--- config.mk ---
export PLATFORM = sky130hd
export DESIGN_NAME = panel_brightness_acl_policy
export DESIGN_NICKNAME = d
export VERILOG_FILES = /design/src/pbap_pkg.sv /design/src/panel_brightness_acl_policy.sv /design/src/pbap_front.sv /design/src/pbap_fifo.sv /design/src/pbap_back.sv
export SDC_FILE = /design/constraint.sdc
export NUM_CORES = 1
export LEC_CHECK = 0
export BUFFER_PORTS_ARGS = -buffer_cell sky130_fd_sc_hd__clkbuf_2
export CAP_MARGIN = 10
export CORE_MARGIN = 2
export CORE_UTILIZATION = 35
export CTS_BUF_LIST = sky130_fd_sc_hd__clkbuf_4
export DETAILED_ROUTE_END_ITERATION = 10
export SETUP_SLACK_MARGIN = 0.5
export SYNTH_ARGS = -nofsm -noshare
export SYNTH_HDL_FRONTEND = slang
export SYNTH_SLANG_ARGS = --single-unit
--- constraint.sdc ---
create_clock -name i_clk -period 7.96 [get_ports i_clk]
set_clock_uncertainty 0.1 [all_clocks]
set_input_delay 0.796 -clock i_clk [delete_from_list [all_inputs] [get_ports i_clk]]
set_output_delay 0.796 -clock i_clk [all_outputs]
set_load 0.02 [all_outputs]
--- src/pbap_pkg.sv ---
// Shared types and constants of the panel brightness and ACL policy block.
package pbap_pkg;

    // Input command codes.
    localparam logic CMD_BRIGHT = 1'b0;
    localparam logic CMD_ACL    = 1'b1;

    // Panel variants.
    localparam logic [1:0] PT_OTHER  = 2'd0;
    localparam logic [1:0] PT_M2     = 2'd1;
    localparam logic [1:0] PT_SM2_A1 = 2'd2;
    localparam logic [1:0] PT_SM2_A2 = 2'd3;

    // Table kinds. The kind code doubles as the bit position in the result mask.
    localparam logic [2:0] KIND_ELVSS    = 3'd0;
    localparam logic [2:0] KIND_ACL_INIT = 3'd1;
    localparam logic [2:0] KIND_ACL_CUT  = 3'd2;
    localparam logic [2:0] KIND_GAMMA    = 3'd3;
    localparam logic [2:0] KIND_GUPD     = 3'd4;
    localparam int unsigned NUM_KINDS    = 5;

    // Configuration register indexes.
    localparam logic REG_PANEL_TYPE    = 1'b0;
    localparam logic REG_PANEL_ENABLED = 1'b1;

    // Gamma mapping: q = floor(230*b/225) computed as (b * GAMMA_RECIP) >> GAMMA_SHIFT,
    // then gamma = floor((q - GAMMA_OFS) / 10) as ((q - GAMMA_OFS) * DIV10_RECIP) >> 11.
    localparam logic [7:0]  BRIGHT_MIN   = 8'd30;
    localparam logic [25:0] GAMMA_RECIP  = 26'd34300130;
    localparam int unsigned GAMMA_SHIFT  = 25;
    localparam logic [8:0]  GAMMA_OFS    = 9'd15;
    localparam logic [7:0]  DIV10_RECIP  = 8'd205;
    localparam int unsigned DIV10_SHIFT  = 11;

    localparam logic [4:0] ACL_INIT_WAIT = 5'd20;

    typedef struct packed {
        logic       cmd;
        logic [7:0] value;
    } t_in_item;

    typedef struct packed {
        logic [2:0] table_kind;
        logic [4:0] table_index;
        logic [4:0] wait_ms;
        logic [5:0] acl_percent;
        logic       last;
    } t_out_item;

    // A classified request waiting for the sequencer.
    typedef struct packed {
        logic       is_acl;
        logic       acl_on;
        logic [4:0] gamma;
    } t_job;

endpackage

--- src/panel_brightness_acl_policy.sv ---
// Top level of the panel brightness and ACL policy block.
//
//  Port group        Direction  Handshake               Payload
//  request in        in         i_in_valid / o_in_stall  i_in_data (cmd, value)
//  selection out     out        o_out_valid / i_out_stall o_out_data (kind, index,
//                                                         wait, percent, last)
//  configuration     in/out     psel, penable, pready    paddr, pwdata, prdata
//
// A request is registered in the front end, where its gamma level is finished,
// and then queued; the sequencer loads it and sends its selections, zero to
// five, one per cycle while the output is not stalled, and loads the next
// request only once the last one has been sent. On an idle path the request
// passes the front register, the queue and the load before o_out_valid rises.
// Requests that the panel state rules out are dropped in the front end at
// acceptance; an ACL request that leaves the cutoff alone still spends its
// load cycle in the sequencer and sends nothing.
// Reset is synchronous and active low; it restores the panel type, enable,
// gamma level, ACL enable and cutoff and empties the queue at once.
// A stall on the output holds the selection register and, once the queue has
// filled, backs up to o_in_stall; the two sides otherwise run independently.
module panel_brightness_acl_policy import pbap_pkg::*; #(
    parameter int QUEUE_DEPTH = 4
) (
    input  logic        i_clk,
    input  logic        i_rst_n,
    // Request channel.
    input  logic        i_in_valid,
    input  t_in_item    i_in_data,
    output logic        o_in_stall,
    // Selection channel.
    output logic        o_out_valid,
    output t_out_item   o_out_data,
    input  logic        i_out_stall,
    // Configuration port.
    input  logic        psel,
    input  logic        penable,
    input  logic        pwrite,
    input  logic [2:0]  paddr,
    input  logic [31:0] pwdata,
    output logic [31:0] prdata,
    output logic        pready
);

    logic [1:0] r_panel_type;
    logic       r_panel_enabled;
    logic       cfg_wr;
    logic       q_push;
    logic       q_pop;
    logic       q_full;
    logic       q_empty;
    t_job       push_job;
    t_job       head_job;

    // Registers sit at byte addresses 0 and 4; bit 2 selects between them.
    assign pready = 1'b1;
    assign cfg_wr = psel && penable && pwrite && pready;

    always_ff @(posedge i_clk) begin
        if (!i_rst_n) begin
            r_panel_type    <= PT_SM2_A2;
            r_panel_enabled <= 1'b1;
        end else if (cfg_wr) begin
            unique case (paddr[2])
                REG_PANEL_TYPE:    r_panel_type    <= pwdata[1:0];
                REG_PANEL_ENABLED: r_panel_enabled <= pwdata[0];
                default:           r_panel_type    <= r_panel_type;
            endcase
        end
    end

    always_comb begin
        unique case (paddr[2])
            REG_PANEL_TYPE:    prdata = 32'(r_panel_type);
            REG_PANEL_ENABLED: prdata = 32'(r_panel_enabled);
            default:           prdata = 32'd0;
        endcase
    end

    // The front end owns the ACL enable so it can drop repeated requests early.
    pbap_front u_front (
        .i_clk           (i_clk),
        .i_rst_n         (i_rst_n),
        .i_panel_enabled (r_panel_enabled),
        .i_in_valid      (i_in_valid),
        .i_in_data       (i_in_data),
        .o_in_stall      (o_in_stall),
        .i_q_full        (q_full),
        .o_push          (q_push),
        .o_job           (push_job)
    );

    pbap_fifo #(
        .DEPTH (QUEUE_DEPTH)
    ) u_fifo (
        .i_clk   (i_clk),
        .i_rst_n (i_rst_n),
        .i_push  (q_push),
        .i_data  (push_job),
        .i_pop   (q_pop),
        .o_data  (head_job),
        .o_full  (q_full),
        .o_empty (q_empty)
    );

    // The sequencer owns the gamma level and cutoff, which it updates as each
    // request is loaded, so requests see each other's effects in order.
    pbap_back u_back (
        .i_clk        (i_clk),
        .i_rst_n      (i_rst_n),
        .i_panel_type (r_panel_type),
        .i_job        (head_job),
        .i_q_empty    (q_empty),
        .o_pop        (q_pop),
        .o_out_valid  (o_out_valid),
        .o_out_data   (o_out_data),
        .i_out_stall  (i_out_stall)
    );

endmodule

--- src/pbap_front.sv ---
// Front end: accepts requests, filters them and computes the gamma level.
module pbap_front import pbap_pkg::*; (
    input  logic     i_clk,
    input  logic     i_rst_n,
    input  logic     i_panel_enabled,
    input  logic     i_in_valid,
    input  t_in_item i_in_data,
    output logic     o_in_stall,
    input  logic     i_q_full,
    output logic     o_push,
    output t_job     o_job
);

    logic        r_s1_vld;
    logic        r_acl_on;
    logic        r_is_acl;
    logic        r_job_acl;
    logic        r_low;
    logic [8:0]  r_q;

    logic        accept;
    logic        is_bri;
    logic        is_acl;
    logic        n_acl_on;
    logic [33:0] prod;
    logic [8:0]  y9;
    logic [15:0] ym;

    assign o_in_stall = r_s1_vld && i_q_full;
    assign accept     = i_in_valid && !o_in_stall;
    assign o_push     = r_s1_vld && !i_q_full;

    assign is_bri = (i_in_data.cmd == CMD_BRIGHT) && i_panel_enabled;
    assign is_acl = (i_in_data.cmd == CMD_ACL) && i_panel_enabled
                    && (i_in_data.value[7:1] == 7'd0)
                    && (i_in_data.value[0] != r_acl_on);
    assign n_acl_on = is_acl ? i_in_data.value[0] : r_acl_on;

    assign prod = 34'(i_in_data.value) * 34'(GAMMA_RECIP);

    // Second step of the mapping runs on the registered quotient.
    assign y9 = r_q - GAMMA_OFS;
    assign ym = 16'(y9[7:0]) * 16'(DIV10_RECIP);

    always_comb begin
        o_job.is_acl = r_is_acl;
        o_job.acl_on = r_job_acl;
        o_job.gamma  = r_low ? 5'd0 : ym[DIV10_SHIFT +: 5];
    end

    always_ff @(posedge i_clk) begin
        if (!i_rst_n) begin
            r_s1_vld <= 1'b0;
            r_acl_on <= 1'b0;
        end else begin
            if (accept) begin
                r_s1_vld <= is_bri || is_acl;
                r_acl_on <= n_acl_on;
            end else if (o_push) begin
                r_s1_vld <= 1'b0;
            end
        end
    end

    always_ff @(posedge i_clk) begin
        if (accept) begin
            r_is_acl  <= is_acl;
            r_job_acl <= n_acl_on;
            r_low     <= i_in_data.value < BRIGHT_MIN;
            r_q       <= prod[GAMMA_SHIFT +: 9];
        end
    end

endmodule

--- src/pbap_fifo.sv ---
// Small register queue of classified requests between front end and sequencer.
module pbap_fifo import pbap_pkg::*; #(
    parameter int DEPTH = 4
) (
    input  logic i_clk,
    input  logic i_rst_n,
    input  logic i_push,
    input  t_job i_data,
    input  logic i_pop,
    output t_job o_data,
    output logic o_full,
    output logic o_empty
);

    localparam int AW = (DEPTH > 1) ? $clog2(DEPTH) : 1;
    localparam int CW = $clog2(DEPTH + 1);

    t_job          r_mem [DEPTH];
    logic [AW-1:0] r_wr;
    logic [AW-1:0] r_rd;
    logic [CW-1:0] r_cnt;
    logic          do_push;
    logic          do_pop;

    assign o_full  = r_cnt == CW'(DEPTH);
    assign o_empty = r_cnt == '0;
    assign do_push = i_push && !o_full;
    assign do_pop  = i_pop && !o_empty;
    assign o_data  = r_mem[r_rd];

    always_ff @(posedge i_clk) begin
        if (!i_rst_n) begin
            r_wr  <= '0;
            r_rd  <= '0;
            r_cnt <= '0;
        end else begin
            if (do_push) begin
                r_wr <= (r_wr == AW'(DEPTH - 1)) ? '0 : r_wr + 1'b1;
            end
            if (do_pop) begin
                r_rd <= (r_rd == AW'(DEPTH - 1)) ? '0 : r_rd + 1'b1;
            end
            if (do_push && !do_pop) begin
                r_cnt <= r_cnt + 1'b1;
            end else if (do_pop && !do_push) begin
                r_cnt <= r_cnt - 1'b1;
            end
        end
    end

    always_ff @(posedge i_clk) begin
        if (do_push) begin
            r_mem[r_wr] <= i_data;
        end
    end

endmodule

--- src/pbap_back.sv ---
// Sequencer: turns each request into its ordered list of table selections.
module pbap_back import pbap_pkg::*; (
    input  logic      i_clk,
    input  logic      i_rst_n,
    input  logic [1:0] i_panel_type,
    input  t_job      i_job,
    input  logic      i_q_empty,
    output logic      o_pop,
    output logic      o_out_valid,
    output t_out_item o_out_data,
    input  logic      i_out_stall
);

    typedef struct packed {
        logic [5:0] pct;
        logic [4:0] idx;
    } t_cut;

    function automatic t_cut cut_target(input logic [4:0] g, input logic a2);
        t_cut c;
        c = '{pct: 6'd50, idx: 5'd13};
        if (g <= 5'd1) begin
            c = '{pct: 6'd0, idx: 5'd0};
        end else if (a2) begin
            if (g <= 5'd19) begin
                c = '{pct: 6'd40, idx: 5'd1};
            end else begin
                c = '{pct: 6'd50, idx: 5'd6};
            end
        end else if (g <= 5'd12) begin
            c = '{pct: 6'd40, idx: 5'd9};
        end else if (g == 5'd13) begin
            c = '{pct: 6'd43, idx: 5'd16};
        end else if (g == 5'd14) begin
            c = '{pct: 6'd45, idx: 5'd10};
        end else if (g == 5'd15) begin
            c = '{pct: 6'd47, idx: 5'd11};
        end else if (g == 5'd16) begin
            c = '{pct: 6'd48, idx: 5'd12};
        end
        return c;
    endfunction

    // Persistent policy state.
    logic [4:0]           r_gamma;
    logic [5:0]           r_cut;
    // Current request: remaining results and their fields.
    logic [NUM_KINDS-1:0] r_mask;
    logic [4:0]           r_g;
    logic [1:0]           r_band;
    logic [4:0]           r_cidx;
    logic [5:0]           r_old;
    logic [5:0]           r_new;
    logic                 r_out_vld;
    t_out_item            r_out;

    logic                 load;
    logic                 emit;
    logic                 a2;
    logic [4:0]           g;
    t_cut                 tgt;
    logic [NUM_KINDS-1:0] n_mask;
    logic [5:0]           n_cut;
    logic [4:0]           n_cidx;
    logic [1:0]           n_band;
    logic [NUM_KINDS-1:0] sel;
    logic [2:0]           sel_kind;
    t_out_item            n_out;

    assign a2  = i_panel_type == PT_SM2_A2;
    assign g   = i_job.is_acl ? r_gamma : i_job.gamma;
    assign tgt = cut_target(g, a2);

    assign load  = (r_mask == '0) && !i_q_empty;
    assign o_pop = load;
    assign emit  = (r_mask != '0) && (!r_out_vld || !i_out_stall);

    always_comb begin
        n_mask = '0;
        n_cut  = 6'd0;
        n_cidx = 5'd0;
        if (i_job.acl_on) begin
            n_mask[KIND_ACL_INIT] = (r_cut == 6'd0) && (g >= 5'd2);
            n_mask[KIND_ACL_CUT]  = tgt.pct != r_cut;
            n_cut                 = tgt.pct;
            n_cidx                = tgt.idx;
        end else if (a2) begin
            n_mask[KIND_ACL_CUT] = r_cut != 6'd0;
        end else begin
            n_mask[KIND_ACL_CUT] = 1'b1;
        end
        if (!i_job.is_acl) begin
            n_mask[KIND_ELVSS] = (i_panel_type == PT_M2) || a2;
            n_mask[KIND_GAMMA] = 1'b1;
            n_mask[KIND_GUPD]  = !a2;
        end
    end

    always_comb begin
        if (g <= 5'd4) begin
            n_band = 2'd0;
        end else if (g <= 5'd10) begin
            n_band = 2'd1;
        end else if (g <= 5'd14) begin
            n_band = 2'd2;
        end else begin
            n_band = 2'd3;
        end
    end

    // Lowest pending result goes out first.
    always_comb begin
        sel      = '0;
        sel_kind = KIND_GUPD;
        priority if (r_mask[KIND_ELVSS]) begin
            sel_kind = KIND_ELVSS;
        end else if (r_mask[KIND_ACL_INIT]) begin
            sel_kind = KIND_ACL_INIT;
        end else if (r_mask[KIND_ACL_CUT]) begin
            sel_kind = KIND_ACL_CUT;
        end else if (r_mask[KIND_GAMMA]) begin
            sel_kind = KIND_GAMMA;
        end else begin
            sel_kind = KIND_GUPD;
        end
        sel[sel_kind] = 1'b1;
    end

    always_comb begin
        n_out.table_kind  = sel_kind;
        n_out.table_index = 5'd0;
        n_out.wait_ms     = 5'd0;
        n_out.acl_percent = r_new;
        n_out.last        = (r_mask & ~sel) == '0;
        unique case (sel_kind)
            KIND_ELVSS: begin
                n_out.table_index = 5'(r_band);
                n_out.acl_percent = r_old;
            end
            KIND_ACL_INIT: begin
                n_out.wait_ms     = ACL_INIT_WAIT;
                n_out.acl_percent = r_old;
            end
            KIND_ACL_CUT: begin
                n_out.table_index = r_cidx;
            end
            KIND_GAMMA: begin
                n_out.table_index = r_g;
            end
            default: begin
                n_out.table_index = 5'd0;
            end
        endcase
    end

    always_ff @(posedge i_clk) begin
        if (!i_rst_n) begin
            r_gamma   <= 5'd0;
            r_cut     <= 6'd0;
            r_mask    <= '0;
            r_out_vld <= 1'b0;
        end else begin
            if (load) begin
                r_mask <= n_mask;
                r_cut  <= n_cut;
                if (!i_job.is_acl) begin
                    r_gamma <= g;
                end
            end else if (emit) begin
                r_mask <= r_mask & ~sel;
            end
            if (emit) begin
                r_out_vld <= 1'b1;
            end else if (!i_out_stall) begin
                r_out_vld <= 1'b0;
            end
        end
    end

    always_ff @(posedge i_clk) begin
        if (load) begin
            r_g    <= g;
            r_band <= n_band;
            r_cidx <= n_cidx;
            r_old  <= r_cut;
            r_new  <= n_cut;
        end
        if (emit) begin
            r_out <= n_out;
        end
    end

    assign o_out_valid = r_out_vld;
    assign o_out_data  = r_out;

    a_cut_legal: assert property (@(posedge i_clk) disable iff (!i_rst_n)
        r_cut == 6'd0 || r_cut == 6'd40 || r_cut == 6'd43 || r_cut == 6'd45
        || r_cut == 6'd47 || r_cut == 6'd48 || r_cut == 6'd50)
        else $error("ACL cutoff left the legal set");

    a_more_pending: assert property (@(posedge i_clk) disable iff (!i_rst_n)
        r_out_vld && !r_out.last |-> r_mask != '0)
        else $error("result not marked last but nothing else is pending");

    a_init_from_zero: assert property (@(posedge i_clk) disable iff (!i_rst_n)
        r_out_vld && r_out.table_kind == KIND_ACL_INIT |-> r_out.acl_percent == 6'd0)
        else $error("ACL init sent while a cutoff was already in force");

endmodule

==> impl_results.md <==
- Syn Area/Cell: 11.0 um^2
- Max Cap Viol: 0
- Met1 wire length: 6.25 mm
- Final Hold Fails: 0
- Switching part of the total: 44.9%
- Cell taking the most area after synthesis: edfxtp_1
- TritonCTS buffer count: 9
- Post-Synth XOR/XNOR Area: 2.86%
- Cells taking the most area after synthesis: edfxtp_1 (30%), ha_1 (18%), fa_1 (9.8%)
- Hold Buf Count CTS: 0
- Initial DRC Count: 131
- WL met3: 374 um
- Core area: 22,500 um^2
- Clock transition at path regs: 180 ps
- Post-DP HPWL: 10.5 mm
- Worst-margin pin slew: 1150 ps
- Final worst path period need: 5130 ps
- Post-CTS setup buffers: 0
- Complex-gate fraction of the synthesized area: 8.35%
- R2R Path Start: u_front.r_q[0]$_DFFE_PP_
- Largest net degree at the start of global routing: 33
- Synthesized area: 7970 um^2
- Die area: 24,000 um^2
- Port buffer count: 39
- Crit Path Class: register to register
- Initial antenna violation count: 0
- Fmax: 195 MHz
- CP max FO: 6
- Met2 Routed Length: 6.31 mm
- Post-synth EDFFs: 79
- Area share of and/or/nand/nor cells after synthesis: 9.80%
- Clk sinks: 110
- WP data required: 8100 ps
- Post-route ant nets: 0
- Max layer used: met4
- Gpl congestion: 0.794
- Setup TNS: 0 ps
- Sequential Power Share: 29.9%
- VDD IR max: 0.000230 V
- Critical path capture point: u_fifo.r_mem[1][3]$_DFFE_PP_
- Critical Path Sink Type: register
- Switch Pwr: 1610 uW
- IO Pins: 106
- Minimum hold slack: 405 ps
- CTS tree: yes
- Hold Path Class: input pin to register
- P_int: 1980 uW
- DRT Wirelength: 13.0 mm
- First-pass GRT wire length: 22.5 mm
- Post-synth ARST share: 0%
- Type of origin of the critical path: register
- Vias in the first global route: 4,810
- Die width: 155 um
- Die height: 155 um
- Clk buf depth: 2
- Pwr/cell area: 425 nW/um^2
- Post-layout util: 37.6%
- Sequential share of the synthesized area: 37.6%
- Ant diodes: 0
- Final worst path period share: 64.4%
- Gr usage total: 11.5%
- Share of the synthesized area in the top cell type: 29.8%
- Synth Instances: 722
- Most used flip-flop cell after synthesis: edfxtp_1
- Outcome: completed
- Final setup viols: 0
- Slew Viols, Final: 0
- Synth cell types: 63
- Yosys warning count: 0
- Post-synth top cells: ha_1 (117), inv_1 (93), edfxtp_1 (79)
- Largest family of logic cells by synthesized area: adder cells
- Post-synthesis adder-cell area fraction: 28.3%
- Clock tree root driver cell: clkbuf_4
- CTS resizes: 0
- Yosys reg bits: 110
- Routed vias: 4,793
- Starting Density: 35.4%
- RSZ-0062 raised after global routing: false
- Clk network pwr share: 7.4%
- Worst skew pair latency: 490 ps
- Reg-to-reg setup timing slack: 2830 ps
- R2r endpoint: u_fifo.r_mem[1][3]$_DFFE_PP_
- Share of cells above drive strength 1: 9.84%
- Drt wl/cell: 12.5 um
- Row count: 55
- Count leader, synth: ha_1
- CP arrival: 5270 ps
- Layout Nets: 964
- CP startpoint: u_front.r_q[0]$_DFFE_PP_
- Leakage Power: 0.00382 uW
- Mux cell area share after synthesis: 4.37%
- Gr ovfl total: 0
- Worst Reg-to-Reg Cells: 19
- Filler Cells Inserted: 2,216
- DR vias/cell: 4.58
- Area growth syn-to-layout: 6.12%
- Max_slew headroom: 22.8%
- TritonRoute pass-1 iters: 4
- Htree depth: 3
- DR DRC count: 0
- Comb power frac: 62.7%
==> critical path: stages, from the launching register on <==
cell	delay [ps]
edfxtp_1	510
ha_1	260
nand3_1	110
nor3b_1	240
xor2_1	380
ha_1	230
inv_1	60
fa_1	520
inv_1	50
fa_1	510
inv_1	60
fa_1	410
inv_1	70
ha_1	230
and3_1	180
a21oi_1	160
o211a_1	200
nor2_1	70
a21oi_1	160
mux2_2	380
==> how the worst min path moves through the flow <==
stage | startpoint | cells after the start | end | slack [ps]
floorplan | u_back.r_gamma[0]$_SDFFE_PN0P_ | 2 | u_back.r_gamma[0]$_SDFFE_PN0P_ | 350
global placement | u_back.r_gamma[0]$_SDFFE_PN0P_ | 2 | u_back.r_gamma[0]$_SDFFE_PN0P_ | 380
detailed placement | u_back.r_gamma[0]$_SDFFE_PN0P_ | 2 | u_back.r_gamma[0]$_SDFFE_PN0P_ | 390
CTS | pwdata[1] | 3 | r_panel_type[1]$_SDFFE_PN1P_ | 360
global route | pwdata[1] | 3 | r_panel_type[1]$_SDFFE_PN1P_ | 350
finish | pwdata[1] | 3 | r_panel_type[1]$_SDFFE_PN1P_ | 410
==> registers in the layout, indices dropped and copies added (netlist names), 3 cells and up, named ones only <==
signal and cells:
u_back.r_cidx 5, u_front.r_q 8, u_back.o_out_data 16, u_back.r_mask 5
u_back.r_g 5, u_back.r_gamma 5, u_fifo.r_cnt 3, u_back.r_old 6
u_back.r_cut 6, u_back.r_new 6, u_fifo.r_mem 28
==> through the flow <==
stage / cells / worst slack, ps / power, uW / instance area [um^2]
global placement: 1031 / 2330 / 3340 / 8320
detailed placement: 1031 / 2300 / 3370 / 8320
floorplan: 754 / 3050 / 2880 / 8090
finish: 1047 / 2830 / 3590 / 8460
global route: 1047 / 2490 / 4050 / 8460
CTS: 1047 / 2790 / 3660 / 8460
==> logic make-up (layout without fill, tap and decap cells) <==
| logic type | Yosys count | after routing |
|---|---|---|
| flip-flops | 110 | 110 |
| AO/OA/AOI/OAI | 99 | 99 |
| multiplexers | 20 | 20 |
| other | 2 | 34 |
| adder cells (fa/ha/maj) | 157 | 157 |
| XOR/XNOR | 26 | 26 |
| AND/OR/NAND/NOR | 164 | 164 |
| buffers and inverters | 144 | 152 |
==> cells in the final DEF (no fill, tap or decap), types with 16 or more instances in the layout <==
master / count
dfxtp_1: 31
nand2_1: 59
nor2_1: 34
clkbuf_2: 39
ha_1: 117
inv_1: 93
edfxtp_1: 79
fa_1: 39
o21ai_0: 23
conb_1: 34
a21oi_1: 16
==> area by class of cell <==
type / instances / area (um^2) / area share [%]
inverters: 96 / 363 / 4.29
well taps: 285 / 357 / 4.22
repair buffers: 40 / 203 / 2.40
clock buffers: 9 / 67.6 / 0.799
multi-input cells: 500 / 4410 / 52.1
flip-flops and latches: 110 / 2990 / 35.4
clock inverters: 7 / 63.8 / 0.755
==> power by group through the flow <==
stage | clock network [uW] | logic, uW | registers (uW)
global placement | 0 | 2250 | 1090
CTS | 279 | 2300 | 1080
floorplan | 0 | 1770 | 1110
global route | 300 | 2660 | 1100
detailed placement | 0 | 2280 | 1090
finish | 266 | 2250 | 1070
==> routing by layer <==
layer  track usage [%]  up-vias
met5                 0        -
met4              2.47        0
met3              2.59        9
met2              20.3       47
met1              14.6     2242
li1                  -     2495
No activity file was read; power rests on OpenSTA's default activity.
